File: src/rtl/macs_pkg.sv
`timescale 1ns / 1ps
// Package for the motor axis command slave: command codes, status codes,
// the decoded operation type and the queue payload structs. No dependencies.
package macs_pkg;

	// Command codes as they arrive from the bus master.
	localparam logic [15:0] CMD_PING       = 16'd0;
	localparam logic [15:0] CMD_HOME       = 16'd1;
	localparam logic [15:0] CMD_ENABLE     = 16'd2;
	localparam logic [15:0] CMD_GET_POS    = 16'd6;
	localparam logic [15:0] CMD_GET_TARGET = 16'd7;
	localparam logic [15:0] CMD_GET_ID     = 16'd8;
	localparam logic [15:0] CMD_DRIVE_DIST = 16'd10;
	localparam logic [15:0] CMD_DRIVE_REL  = 16'd11;
	localparam logic [15:0] CMD_DRIVE_TO   = 16'd12;
	localparam logic [15:0] CMD_SPEED      = 16'd15;
	localparam logic [15:0] CMD_ZONE       = 16'd16;
	localparam logic [15:0] CMD_REACHED    = 16'd20;

	localparam int unsigned SLAVE_ID_W    = 15;
	localparam logic [SLAVE_ID_W-1:0] SLAVE_ID_RESET = 15'd7;
	localparam logic [15:0] ZONE_RESET    = 16'd5;
	localparam logic [7:0]  SPEED_RESET   = 8'd255;

	// Configuration register indexes.
	localparam logic REG_SLAVE_ID = 1'b0;

	typedef enum logic [1:0] {
		ST_OK      = 2'd0,
		ST_BAD     = 2'd1,
		ST_UNKNOWN = 2'd2
	} status_t;

	// Operation after classification in the front part. Invalid data and
	// unknown codes are resolved here so the back part never looks at codes.
	typedef enum logic [3:0] {
		OP_EDGE_UP,
		OP_EDGE_DN,
		OP_PING,
		OP_HOME,
		OP_ENABLE,
		OP_GET_POS,
		OP_GET_TGT,
		OP_GET_ID,
		OP_DRIVE_DIST,
		OP_DRIVE_REL,
		OP_DRIVE_TO,
		OP_SPEED,
		OP_ZONE,
		OP_REACHED,
		OP_BAD_DATA,
		OP_UNKNOWN
	} op_t;

	typedef struct packed {
		op_t         op;
		logic [15:0] data;
	} cmd_t;

	typedef struct packed {
		logic [15:0] reply_value;
		logic        has_reply;
		status_t     status;
		logic        drive_enable;
		logic [7:0]  speed_limit;
	} res_t;

endpackage

File: src/rtl/macs_fifo.sv
`timescale 1ns / 1ps
// Small generic first-in first-out queue built from registers.
// No package dependencies.
module macs_fifo #(
	parameter int WIDTH = 8,
	parameter int DEPTH = 2
) (
	input  logic                       clk,
	input  logic                       arst_n,
	input  logic                       push,
	input  logic [WIDTH-1:0]           wdata,
	input  logic                       pop,
	output logic [WIDTH-1:0]           rdata,
	output logic                       full,
	output logic                       empty,
	output logic [$clog2(DEPTH+1)-1:0] count
);
	localparam int PW = $clog2(DEPTH);
	localparam int CW = $clog2(DEPTH+1);
	localparam logic [PW-1:0] LAST = PW'(DEPTH - 1);
	localparam logic [CW-1:0] FULL_CNT = CW'(DEPTH);

	logic [WIDTH-1:0] mem_q [DEPTH];
	logic [PW-1:0]    wr_q;
	logic [PW-1:0]    rd_q;
	logic [CW-1:0]    cnt_q;
	logic             do_push;
	logic             do_pop;

	assign full    = (cnt_q == FULL_CNT);
	assign empty   = (cnt_q == '0);
	assign count   = cnt_q;
	assign rdata   = mem_q[rd_q];
	assign do_push = push && !full;
	assign do_pop  = pop && !empty;

	always_ff @(posedge clk or negedge arst_n) begin
		if (!arst_n) begin
			wr_q  <= '0;
			rd_q  <= '0;
			cnt_q <= '0;
		end else begin
			if (do_push) begin
				wr_q <= (wr_q == LAST) ? '0 : wr_q + PW'(1);
			end
			if (do_pop) begin
				rd_q <= (rd_q == LAST) ? '0 : rd_q + PW'(1);
			end
			if (do_push && !do_pop) begin
				cnt_q <= cnt_q + CW'(1);
			end else if (do_pop && !do_push) begin
				cnt_q <= cnt_q - CW'(1);
			end
		end
	end

	always_ff @(posedge clk) begin
		if (do_push) begin
			mem_q[wr_q] <= wdata;
		end
	end

endmodule

File: src/rtl/macs_front.sv
`timescale 1ns / 1ps
// Front part: takes input items and classifies them into operations,
// checking data ranges. Depends on macs_pkg.
module macs_front (
	input  logic               event_kind,
	input  logic [15:0]        command,
	input  logic signed [15:0] data,
	input  logic               enc_a,
	input  logic               enc_b,
	output macs_pkg::cmd_t     cmd
);
	import macs_pkg::*;

	logic enable_ok;
	logic speed_ok;
	op_t  op;

	// Enable takes only 0 or 1; speed takes 0..255, so the upper byte is zero.
	assign enable_ok = (data == 16'sd0) || (data == 16'sd1);
	assign speed_ok  = (data[15:8] == 8'd0);

	always_comb begin
		if (!event_kind) begin
			op = (enc_a == enc_b) ? OP_EDGE_UP : OP_EDGE_DN;
		end else begin
			unique case (command)
				CMD_PING:       op = OP_PING;
				CMD_HOME:       op = OP_HOME;
				CMD_ENABLE:     op = enable_ok ? OP_ENABLE : OP_BAD_DATA;
				CMD_GET_POS:    op = OP_GET_POS;
				CMD_GET_TARGET: op = OP_GET_TGT;
				CMD_GET_ID:     op = OP_GET_ID;
				CMD_DRIVE_DIST: op = OP_DRIVE_DIST;
				CMD_DRIVE_REL:  op = OP_DRIVE_REL;
				CMD_DRIVE_TO:   op = OP_DRIVE_TO;
				CMD_SPEED:      op = speed_ok ? OP_SPEED : OP_BAD_DATA;
				CMD_ZONE:       op = OP_ZONE;
				CMD_REACHED:    op = OP_REACHED;
				default:        op = OP_UNKNOWN;
			endcase
		end
	end

	assign cmd.op   = op;
	assign cmd.data = data;

endmodule

File: src/rtl/macs_back.sv
`timescale 1ns / 1ps
// Back part: holds the axis state and carries out one classified operation
// per cycle while results have room, giving its result. Depends on macs_pkg.
module macs_back (
	input  logic                                clk,
	input  logic                                arst_n,
	input  logic                                cmd_avail,
	input  macs_pkg::cmd_t                      cmd,
	input  logic                                res_full,
	input  logic [macs_pkg::SLAVE_ID_W-1:0]     slave_id,
	output logic                                exec,
	output macs_pkg::res_t                      res
);
	import macs_pkg::*;

	logic [15:0] pos_q, pos_n;
	logic [15:0] tgt_q, tgt_n;
	logic [15:0] zone_q, zone_n;
	logic [7:0]  speed_q, speed_n;
	logic        en_q, en_n;

	logic [15:0]        diff;
	logic signed [16:0] d_ext;
	logic signed [16:0] z_ext;
	logic signed [16:0] z_neg;
	logic               hit;

	logic [15:0] reply;
	logic        has_reply;
	status_t     status;

	assign exec = cmd_avail && !res_full;

	// Reach window: -zone < (target - position) < zone, with the negated
	// zone taken at 17 bits so the most negative zone does not wrap.
	assign diff  = tgt_q - pos_q;
	assign d_ext = $signed({diff[15], diff});
	assign z_ext = $signed({zone_q[15], zone_q});
	assign z_neg = -z_ext;
	assign hit   = (z_neg < d_ext) && (d_ext < z_ext);

	always_comb begin
		pos_n     = pos_q;
		tgt_n     = tgt_q;
		zone_n    = zone_q;
		speed_n   = speed_q;
		en_n      = en_q;
		reply     = '0;
		has_reply = 1'b0;
		status    = ST_OK;
		unique case (cmd.op)
			OP_EDGE_UP:    pos_n = pos_q + 16'd1;
			OP_EDGE_DN:    pos_n = pos_q - 16'd1;
			OP_PING: begin
				reply     = cmd.data;
				has_reply = 1'b1;
			end
			OP_HOME: begin
				pos_n = '0;
				tgt_n = '0;
				en_n  = 1'b1;
			end
			OP_ENABLE: begin
				tgt_n = pos_q;
				en_n  = cmd.data[0];
			end
			OP_GET_POS: begin
				reply     = pos_q;
				has_reply = 1'b1;
			end
			OP_GET_TGT: begin
				reply     = tgt_q;
				has_reply = 1'b1;
			end
			OP_GET_ID: begin
				reply     = {1'b0, slave_id};
				has_reply = 1'b1;
			end
			OP_DRIVE_DIST: tgt_n = tgt_q + cmd.data;
			OP_DRIVE_REL:  tgt_n = pos_q + cmd.data;
			OP_DRIVE_TO:   tgt_n = cmd.data;
			OP_SPEED:      speed_n = cmd.data[7:0];
			OP_ZONE:       zone_n = cmd.data;
			OP_REACHED: begin
				reply     = {15'd0, hit};
				has_reply = 1'b1;
			end
			OP_BAD_DATA:   status = ST_BAD;
			OP_UNKNOWN:    status = ST_UNKNOWN;
		endcase
	end

	assign res.reply_value  = reply;
	assign res.has_reply    = has_reply;
	assign res.status       = status;
	assign res.drive_enable = en_n;
	assign res.speed_limit  = speed_n;

	always_ff @(posedge clk or negedge arst_n) begin
		if (!arst_n) begin
			pos_q   <= '0;
			tgt_q   <= '0;
			zone_q  <= ZONE_RESET;
			speed_q <= SPEED_RESET;
			en_q    <= 1'b1;
		end else if (exec) begin
			pos_q   <= pos_n;
			tgt_q   <= tgt_n;
			zone_q  <= zone_n;
			speed_q <= speed_n;
			en_q    <= en_n;
		end
	end

endmodule

File: src/rtl/motor_axis_command_slave_top.sv
`timescale 1ns / 1ps
// Top level of the motor axis command slave: front classifier, command queue,
// back executor and result queue. Depends on macs_pkg, macs_front,
// macs_fifo and macs_back.
//
//   Channel   Handshake            Payload
//   --------  -------------------  -------------------------------------------
//   input     push / full          event_kind, command, data, enc_a, enc_b
//   result    pop / empty          reply_value, has_reply, status,
//                                  drive_enable, speed_limit
//   config    psel/penable/pready  paddr, pwrite, pwdata, prdata (slave_id)
//
// One item is accepted per cycle while full is low, and each gives exactly one
// result item. An accepted item is written into the command queue, waits there
// until the back part executes it, and is then written into the result queue,
// from which it can be taken. The back part executes one item per cycle while
// the result queue has room.
// Reset (arst_n low) empties both queues and returns the axis state to
// position 0, target 0, zone 5, speed limit 255, driver enabled, slave id 7.
// When results are not taken, the result queue fills, the back part stops,
// then the command queue fills and full rises; no item is lost.
module motor_axis_command_slave_top #(
	parameter int QUEUE_DEPTH = 2
) (
	input  logic               clk,
	input  logic               arst_n,
	// Input item channel.
	input  logic               push,
	output logic               full,
	input  logic               event_kind,
	input  logic [15:0]        command,
	input  logic signed [15:0] data,
	input  logic               enc_a,
	input  logic               enc_b,
	// Result item channel.
	output logic               empty,
	input  logic               pop,
	output logic signed [15:0] reply_value,
	output logic               has_reply,
	output logic [1:0]         status,
	output logic               drive_enable,
	output logic [7:0]         speed_limit,
	// Configuration port.
	input  logic               psel,
	input  logic               penable,
	input  logic               pwrite,
	input  logic [2:0]         paddr,
	input  logic [31:0]        pwdata,
	output logic [31:0]        prdata,
	output logic               pready
);
	import macs_pkg::*;

	localparam int CW = $clog2(QUEUE_DEPTH + 1);

	cmd_t                  front_cmd;
	cmd_t                  back_cmd;
	res_t                  back_res;
	res_t                  out_res;
	logic                  mid_empty;
	logic                  out_full;
	logic                  exec;
	logic [CW-1:0]         mid_cnt;
	logic [CW-1:0]         out_cnt;
	logic [SLAVE_ID_W-1:0] slave_id_q;
	logic                  cfg_wr;

	// Configuration register. Registers sit at word addresses, so the
	// register index is paddr[2]; the lower address bits are ignored.
	assign pready = 1'b1;
	assign cfg_wr = psel && penable && pwrite && pready;

	always_ff @(posedge clk or negedge arst_n) begin
		if (!arst_n) begin
			slave_id_q <= SLAVE_ID_RESET;
		end else if (cfg_wr && (paddr[2] == REG_SLAVE_ID)) begin
			slave_id_q <= pwdata[SLAVE_ID_W-1:0];
		end
	end

	assign prdata = (paddr[2] == REG_SLAVE_ID) ? {17'd0, slave_id_q} : 32'd0;

	// Front part: decode and range checks, straight into the command queue.
	macs_front u_front (
		.event_kind (event_kind),
		.command    (command),
		.data       (data),
		.enc_a      (enc_a),
		.enc_b      (enc_b),
		.cmd        (front_cmd)
	);

	macs_fifo #(
		.WIDTH ($bits(cmd_t)),
		.DEPTH (QUEUE_DEPTH)
	) u_cmd_queue (
		.clk    (clk),
		.arst_n (arst_n),
		.push   (push),
		.wdata  (front_cmd),
		.pop    (exec),
		.rdata  (back_cmd),
		.full   (full),
		.empty  (mid_empty),
		.count  (mid_cnt)
	);

	// Back part: executes one command when the result queue has room.
	macs_back u_back (
		.clk       (clk),
		.arst_n    (arst_n),
		.cmd_avail (!mid_empty),
		.cmd       (back_cmd),
		.res_full  (out_full),
		.slave_id  (slave_id_q),
		.exec      (exec),
		.res       (back_res)
	);

	macs_fifo #(
		.WIDTH ($bits(res_t)),
		.DEPTH (QUEUE_DEPTH)
	) u_res_queue (
		.clk    (clk),
		.arst_n (arst_n),
		.push   (exec),
		.wdata  (back_res),
		.pop    (pop),
		.rdata  (out_res),
		.full   (out_full),
		.empty  (empty),
		.count  (out_cnt)
	);

	assign reply_value  = out_res.reply_value;
	assign has_reply    = out_res.has_reply;
	assign status       = out_res.status;
	assign drive_enable = out_res.drive_enable;
	assign speed_limit  = out_res.speed_limit;

	// Items inside the block: every accepted item adds one, every taken
	// result removes one, and nothing else changes the total.
	logic [CW:0] in_flight;
	logic        in_acc;
	logic        out_acc;

	assign in_flight = {1'b0, mid_cnt} + {1'b0, out_cnt};
	assign in_acc    = push && !full;
	assign out_acc   = pop && !empty;

	a_item_conservation: assert property (@(posedge clk) disable iff (!arst_n)
		1'b1 |=> (in_flight == $past(in_flight) + {{CW{1'b0}}, $past(in_acc)}
			- {{CW{1'b0}}, $past(out_acc)}))
		else $error("item count through the queues does not balance");

	a_reply_zero: assert property (@(posedge clk) disable iff (!arst_n)
		(!empty && !has_reply) |-> (reply_value == 16'sd0))
		else $error("reply word nonzero on a result without reply");

	a_exec_has_room: assert property (@(posedge clk) disable iff (!arst_n)
		exec |-> (!mid_empty && !out_full))
		else $error("back part executed without a command or result room");

endmodule

File: config.mk
export PLATFORM = sky130hd
export DESIGN_NAME = motor_axis_command_slave_top
export DESIGN_NICKNAME = d
export VERILOG_FILES = /design/src/rtl/macs_pkg.sv /design/src/rtl/macs_fifo.sv /design/src/rtl/macs_front.sv /design/src/rtl/macs_back.sv /design/src/rtl/motor_axis_command_slave_top.sv
export SDC_FILE = /design/constraint.sdc
export NUM_CORES = 1
export LEC_CHECK = 0
export BUFFER_PORTS_ARGS = -buffer_cell sky130_fd_sc_hd__buf_2
export CORE_MARGIN = 5
export CORE_UTILIZATION = 39
export DETAILED_ROUTE_END_ITERATION = 12
export GPL_TIMING_DRIVEN = 0
export HOLD_SLACK_MARGIN = 0.12
export PLACE_DENSITY = 0.67
export SYNTH_ARGS = -nofsm -noshare
export SYNTH_HDL_FRONTEND = slang
export SYNTH_HIERARCHICAL = 1
export SYNTH_SLANG_ARGS = --single-unit
File: constraint.sdc
create_clock -name clk -period 9.55 [get_ports clk]
set_input_delay 0.4775 -clock clk [delete_from_list [all_inputs] [get_ports clk]]
set_output_delay 0.4775 -clock clk [all_outputs]
set_load 0.02 [all_outputs]
### Word-level counts from Yosys, hierarchy flattened

Memories as Yosys holds them, arrays and structs flattened.
Cells that the tools add are included.

| operators by class | value |
|---|---|
| add/subtract/negate cells | 14 |
| $lt $le $gt $ge | 2 |
| equal/unequal tests | 30 |
| muxes and demuxes | 25 |
| bitwise operators | 1 |
| reductions and logical operators | 36 |

Operators by type and width:

| cell | number |
|---|---|
| 16-bit one-hot mux with 5 select lines | 2 |
| 16-bit by 4-bit equality test with 1-bit output, second input constant | 5 |
| 16-bit one-hot mux with 3 select lines | 1 |
| 4-bit one-hot mux with 12 select lines | 1 |
| 16-bit adder | 2 |
| 16-bit by 2-bit equality test with 1-bit output, second input constant | 2 |
| 16-bit by 3-bit equality test with 1-bit output, second input constant | 2 |
| 16-bit by 5-bit equality test with 1-bit output, second input constant | 2 |
| 4-bit equality test, second input constant | 8 |
| 16-bit logical NOT | 2 |
| 17-bit by 16-bit less-than comparator with 1-bit output | 1 |
| 16-bit negator with 17-bit output | 1 |
| 16-bit by 1-bit adder with 16-bit output, second input constant | 1 |
| 16-bit by 1-bit equality test with 1-bit output, second input constant | 1 |
| 4-bit by 3-bit equality test with 1-bit output, second input constant | 4 |
| 16-bit less-than comparator | 1 |
| 16-bit by 1-bit subtractor with 16-bit output, second input constant | 1 |
| 16-bit subtractor | 1 |
| 15-bit two-way mux | 1 |
| 1-bit logical AND | 13 |
| 1-bit two-way mux | 10 |
| 4-bit by 2-bit equality test with 1-bit output, second input constant | 2 |
| 1-bit logical NOT | 8 |
| 8-bit logical NOT | 1 |
| 21 further kinds | 35 |

| word-level totals | value |
|---|---|
| register bits after elaboration | 80 |
| bits in writable memories | 96 |
| input port bits | 77 |
| output and inout port bits | 63 |
| logic and storage cells | 122 |
| memories kept | 2 |

Memory list:

| name | words | bits a word | read ports | clocked after memory_dff | write ports | line | RTL |
|---|---|---|---|---|---|---|---|
| u_res_queue.mem_q | 2 | 28 | 1 | 0 | 1 | macs_fifo.sv:23 | `logic [WIDTH-1:0] mem_q [DEPTH];` |
| u_cmd_queue.mem_q | 2 | 20 | 1 | 0 | 1 | macs_fifo.sv:23 |  |

### Longest topological paths before layout

| depth | value |
|---|---|
| depth after elaboration | 8 |
| mapped depth | 18 |
| depth with buffers taken out | 18 |

### By module

Netlist, hierarchy kept.

Modules (own cells, without submodules):

| module | instances | cells each | area an instance (µm²) | seq. area each (µm²) |
|---|---|---|---|---|
| macs_back | 1 | 746 | 6232.2 | 1440.1 |
| macs_fifo (u_res_queue) | 1 | 106 | 2264.7 | 1781.7 |
| macs_fifo (u_cmd_queue) | 1 | 81 | 1637.8 | 1301.2 |
| motor_axis_command_slave_top | 1 | 69 | 870.8 | 379.1 |
| macs_front | 1 | 70 | 506.7 | 0.0 |

### Least setup slack after synthesis

No wires, ideal clock.

| path | value |
|---|---|
| path type | reg-to-reg |
| start point | register u_cmd_queue.rd_q |
| end point | register u_back.pos_q[13] |
| library setup time | 0.121 ns |
| arrival | 3.972 ns |
| data required time | 9.429 ns |
| slack | 5.457 ns |
| stages on the path, launching flop included | 13 |
| path buffers | 2 |
| clock period less this slack | 4.093 ns |
| cell sequence | dfrtp_1 -> buf_4 -> mux2_1 -> clkbuf_1 -> nor3_1 -> ha_1 -> a2111oi_0 -> o21ai_0 -> nand4_1 -> nand2_1 -> a311oi_1 -> xnor2_1 -> a22o_1 |

RTL lines:

| element | line | RTL |
|---|---|---|
| from (decl) | macs_fifo.sv:25 | `logic [PW-1:0] rd_q;` |
| from (signal assigned) | macs_fifo.sv:47 | `rd_q <= (rd_q == LAST) ? '0 : rd_q + PW'(1);` |
| to (signal assigned) | macs_back.sv:107 | `pos_q <= pos_n;` |
| to (decl) | macs_back.sv:16 | `logic [15:0] pos_q, pos_n;` |

==> results.toml <==
[synthesis]
yosys.area_share.simple_pct = 11.0
yosysTopAreaCell = "edfxtp_1"
synth_area_leaders = "edfxtp_1 (25%), dfrtp_1 (14%), ha_1 (8.5%)"
synth-compound-area-share_pct = 15.4
yosys.area_share.adder_pct = 9.00
synth_area_um2 = 11500
synth_warnings = 6
synth-main-ff-cell = "edfxtp_1"
synthCells = 1072
muxShareOfSynthArea_pct = 11.1
synth_edf_count = 96
async_reset_ff_share_pct = 45.5
ys_ff_latch = 176
avgSynthCellArea_um2 = 10.7
yosysSeqAreaShare_pct = 42.6
synth_top_family_by_area = "compound AO/OA/AOI/OAI gates"
synth_xor_xnor_area_share_pct = 4.72
ys_types = 79
synth_top_cell_area_share_pct = 25.0

[critical_path]
cp-start-kind = "flip-flop"
r2r_end = "u_res_queue/mem_q[1][12]$_DFFE_PP_"
r2r_slack_ps = 4540
required_ps = 9680
path_class = "flip-flop to flip-flop"
cp-end-kind = "flip-flop"
critPathMaxFanout = 8
r2r-start = "u_back/pos_q[0]$_DFFE_PN0P_"
cp.arrival_ps = 5130
reg2reg_depth = 17

[sta]
rsz0062_at_grt = "no"
fin_tns_setup_ps = 0
worst_pin_slew_ps = 1290
relSlewSlack_pct = 13.2
clock.fmax_mhz = 200
hold_violations = 0
fin_crit_sh_pct = 52.4
final-max-slew-violation-count = 0
fin_skew_ps = 13.0
setup_viol = 0
layout_min_cycle_time_ps = 5010

[clock_tree]
hold_buffers = 1
worstSkewPairLatency_ps = 440
post_cts_resized = 0
post_cts_buffers = 0
cts_tree = "done"
htree_levels = 4
cts_buffer_depth = 2
cts.sinks = 176
cts-root-buf = "clkbuf_16"
cts.clk_slew.worst_paths_ps = 80
cts_made_buffers = 17

[floorplanning]
rows = 63
die_area_um2 = 33100
die_h_um = 182
initial_utilization_pct = 39.2
num_io_pins = 140
core-area_um2 = 29400
die_w_um = 182

[min_path]
holdCritStartpoint = "data[0]"
hp-class = "input pin to flip-flop"
min_path_cells = 1
min_to = "u_cmd_queue/mem_q[1][0]$_DFFE_PP_"

[place]
portBuffers = 99
dp.cells = 1581
gp_congestion = 0.926
hpwl_um = 22500

[grt]
grt_max_degree = 58
grt_overflow = 0
grt_pass1_wl_um = 46100
grt_util_all_layers_pct = 17.5
antenna_found_initial = 0
grt_pass1_vias = 8677

[route]
first_iter_violations = 681
wl_per_cell_um = 18.2
wl_um = 29400
dr_total_vias = 8741
ant_nets = 0
drc_errors = 0
first_pass_iters = 6
via_per_inst = 5.42

[flow_run]
drv_cap = 0

[power]
p_int_mw = 2.86
power_frac_clock_pct = 13.7
ir_drop_mv = 0.178
power_density_nw_per_um2 = 396
p_comb_share_pct = 59.8
seq_power_share_pct = 26.5
p_sw_mw = 2.39
p_leak_nw = 5.79
switching_share_pct = 45.6

[layout]
fin_nets = 1369
final_cell_mix = "buf_2 (100), edfxtp_1 (96), nand2_1 (89)"
area_growth_pct = 15.3
drive_gt1_share_pct = 24.4
mostFrequentLayoutCell = "buf_2"
instances_no_fill = 1614
insertedDiodeCount = 0

[outcome]
outcome = "finished, final reports clean"
-- synth_stat cells (all sizes together), types with 3 or more instances --
cell and n:
nand2b 11, fa 3, nand4 11, a31oi 8
nor3 11, xnor2 38, edfxtp 96, o311ai 3
a22oi 36, ha 78, a222oi 5, dfstp 14
a21o 18, and2b 5, nor2 51, mux2i 5
a2111oi 6, a21oi 51, dfrtp 66, o211ai 5
a221oi 3, xor2 24, o21bai 5, or2 6
buf 48, clkbuf 22, nand2 89, o21ai 56
or4 4, nand3 11, a211o 3, mux2 102
nor4 12, a211oi 13, a22o 14, inv 65
o31a 7, and3 5, o21a 6, nor2b 25
or3 3, o31ai 3
-- worst max-delay path, stage by stage, from the launching register on --
cell      delay (ps)
dfrtp_1          570
ha_1             240
inv_1             60
fa_1             400
a21oi_1          200
o211ai_1         130
a21oi_1          380
o21ai_0          180
xor2_1           220
inv_1             70
ha_1             310
nand4_1          140
a211oi_1         320
a311oi_1         100
o21ai_0          330
a32o_1           180
a22oi_1          100
o41ai_1          750
-- power groups by stage --
| stage | registers, mW | logic (mW) | clock network (mW) |
|---|---|---|---|
| floorplan | 1.31 | 2.37 | 0 |
| global placement | 1.39 | 3.03 | 0 |
| detailed placement | 1.40 | 3.13 | 0 |
| CTS | 1.39 | 3.15 | 0.736 |
| global route | 1.42 | 3.50 | 0.765 |
| finish | 1.39 | 3.14 | 0.718 |
-- how the worst max path moves through the flow --
stage          slack (ps)  depth (start not counted)                            endpoint                    startpoint
6_report             4540                         17  u_res_queue/mem_q[1][12]$_DFFE_PP_   u_back/pos_q[0]$_DFFE_PN0P_
2_1_floorplan        5460                         12        u_back/pos_q[13]$_DFFE_PN0P_  u_cmd_queue/rd_q$_DFFE_PN0P_
3_5_place_dp         4600                         17  u_res_queue/mem_q[0][12]$_DFFE_PP_   u_back/pos_q[0]$_DFFE_PN0P_
5_1_grt              4300                         17  u_res_queue/mem_q[1][12]$_DFFE_PP_   u_back/pos_q[0]$_DFFE_PN0P_
4_1_cts              4560                         17  u_res_queue/mem_q[1][12]$_DFFE_PP_   u_back/pos_q[0]$_DFFE_PN0P_
3_3_place_gp         4410                         12        u_back/pos_q[13]$_DFFE_PN0P_  u_cmd_queue/rd_q$_DFFE_PN0P_
-- per-stage QoR --
step	power (mW)	cell area [µm²]	setup slack [ps]	hold WS [ps]	utilization, %
CTS	5.28	13300	4560	206	45.1
finish	5.25	13300	4540	231	45.1
detailed placement	4.54	12600	4600	418	43.0
floorplan	3.68	11600	5460	182	-
global placement	4.42	12600	4410	447	42.7
global route	5.69	13300	4300	210	45.1
-- sequential cells by signal (all words and copies together), names as in the netlist --
name and count:
u_back/pos_q 16, u_res_queue/wr_q 1, u_cmd_queue/count 2, u_back/en_q 1, u_cmd_queue/mem_q 40, u_res_queue/mem_q 56
u_back/tgt_q 16, u_res_queue/count 2, u_cmd_queue/rd_q 1, u_back/speed_q 8, slave_id_q 15, u_back/zone_q 16
u_cmd_queue/wr_q 1, u_res_queue/rd_q 1
-- layer usage --
metal,track usage (%),vias to the layer above,routed length [µm],share of wire (%)
li1,-,4196,-,-
met1,23.8,4223,13000,44
met2,28.4,286,13700,47
met3,3.67,36,2110,7.2
met4,4.62,0,651,2.2
met5,0,-,0,0
-- cell families after synthesis --
logic type	Yosys count
compound gates	257
other cells	2
flops	176
simple gates	251
buf+inv	136
fa+ha+maj	81
mux	107
xor+xnor	62
-- area by class of cell --
cell class,count,area [µm²]
Tap cell,390,488
Inverter,66,248
Multi-Input combinational cell,776,5970
Fill cell,2761,16100
Timing Repair Buffer,104,589
Buffer,70,464
Clock buffer,17,425
Sequential cell,176,4900
Clock inverter,15,184
(Power assumes the default switching activity.)
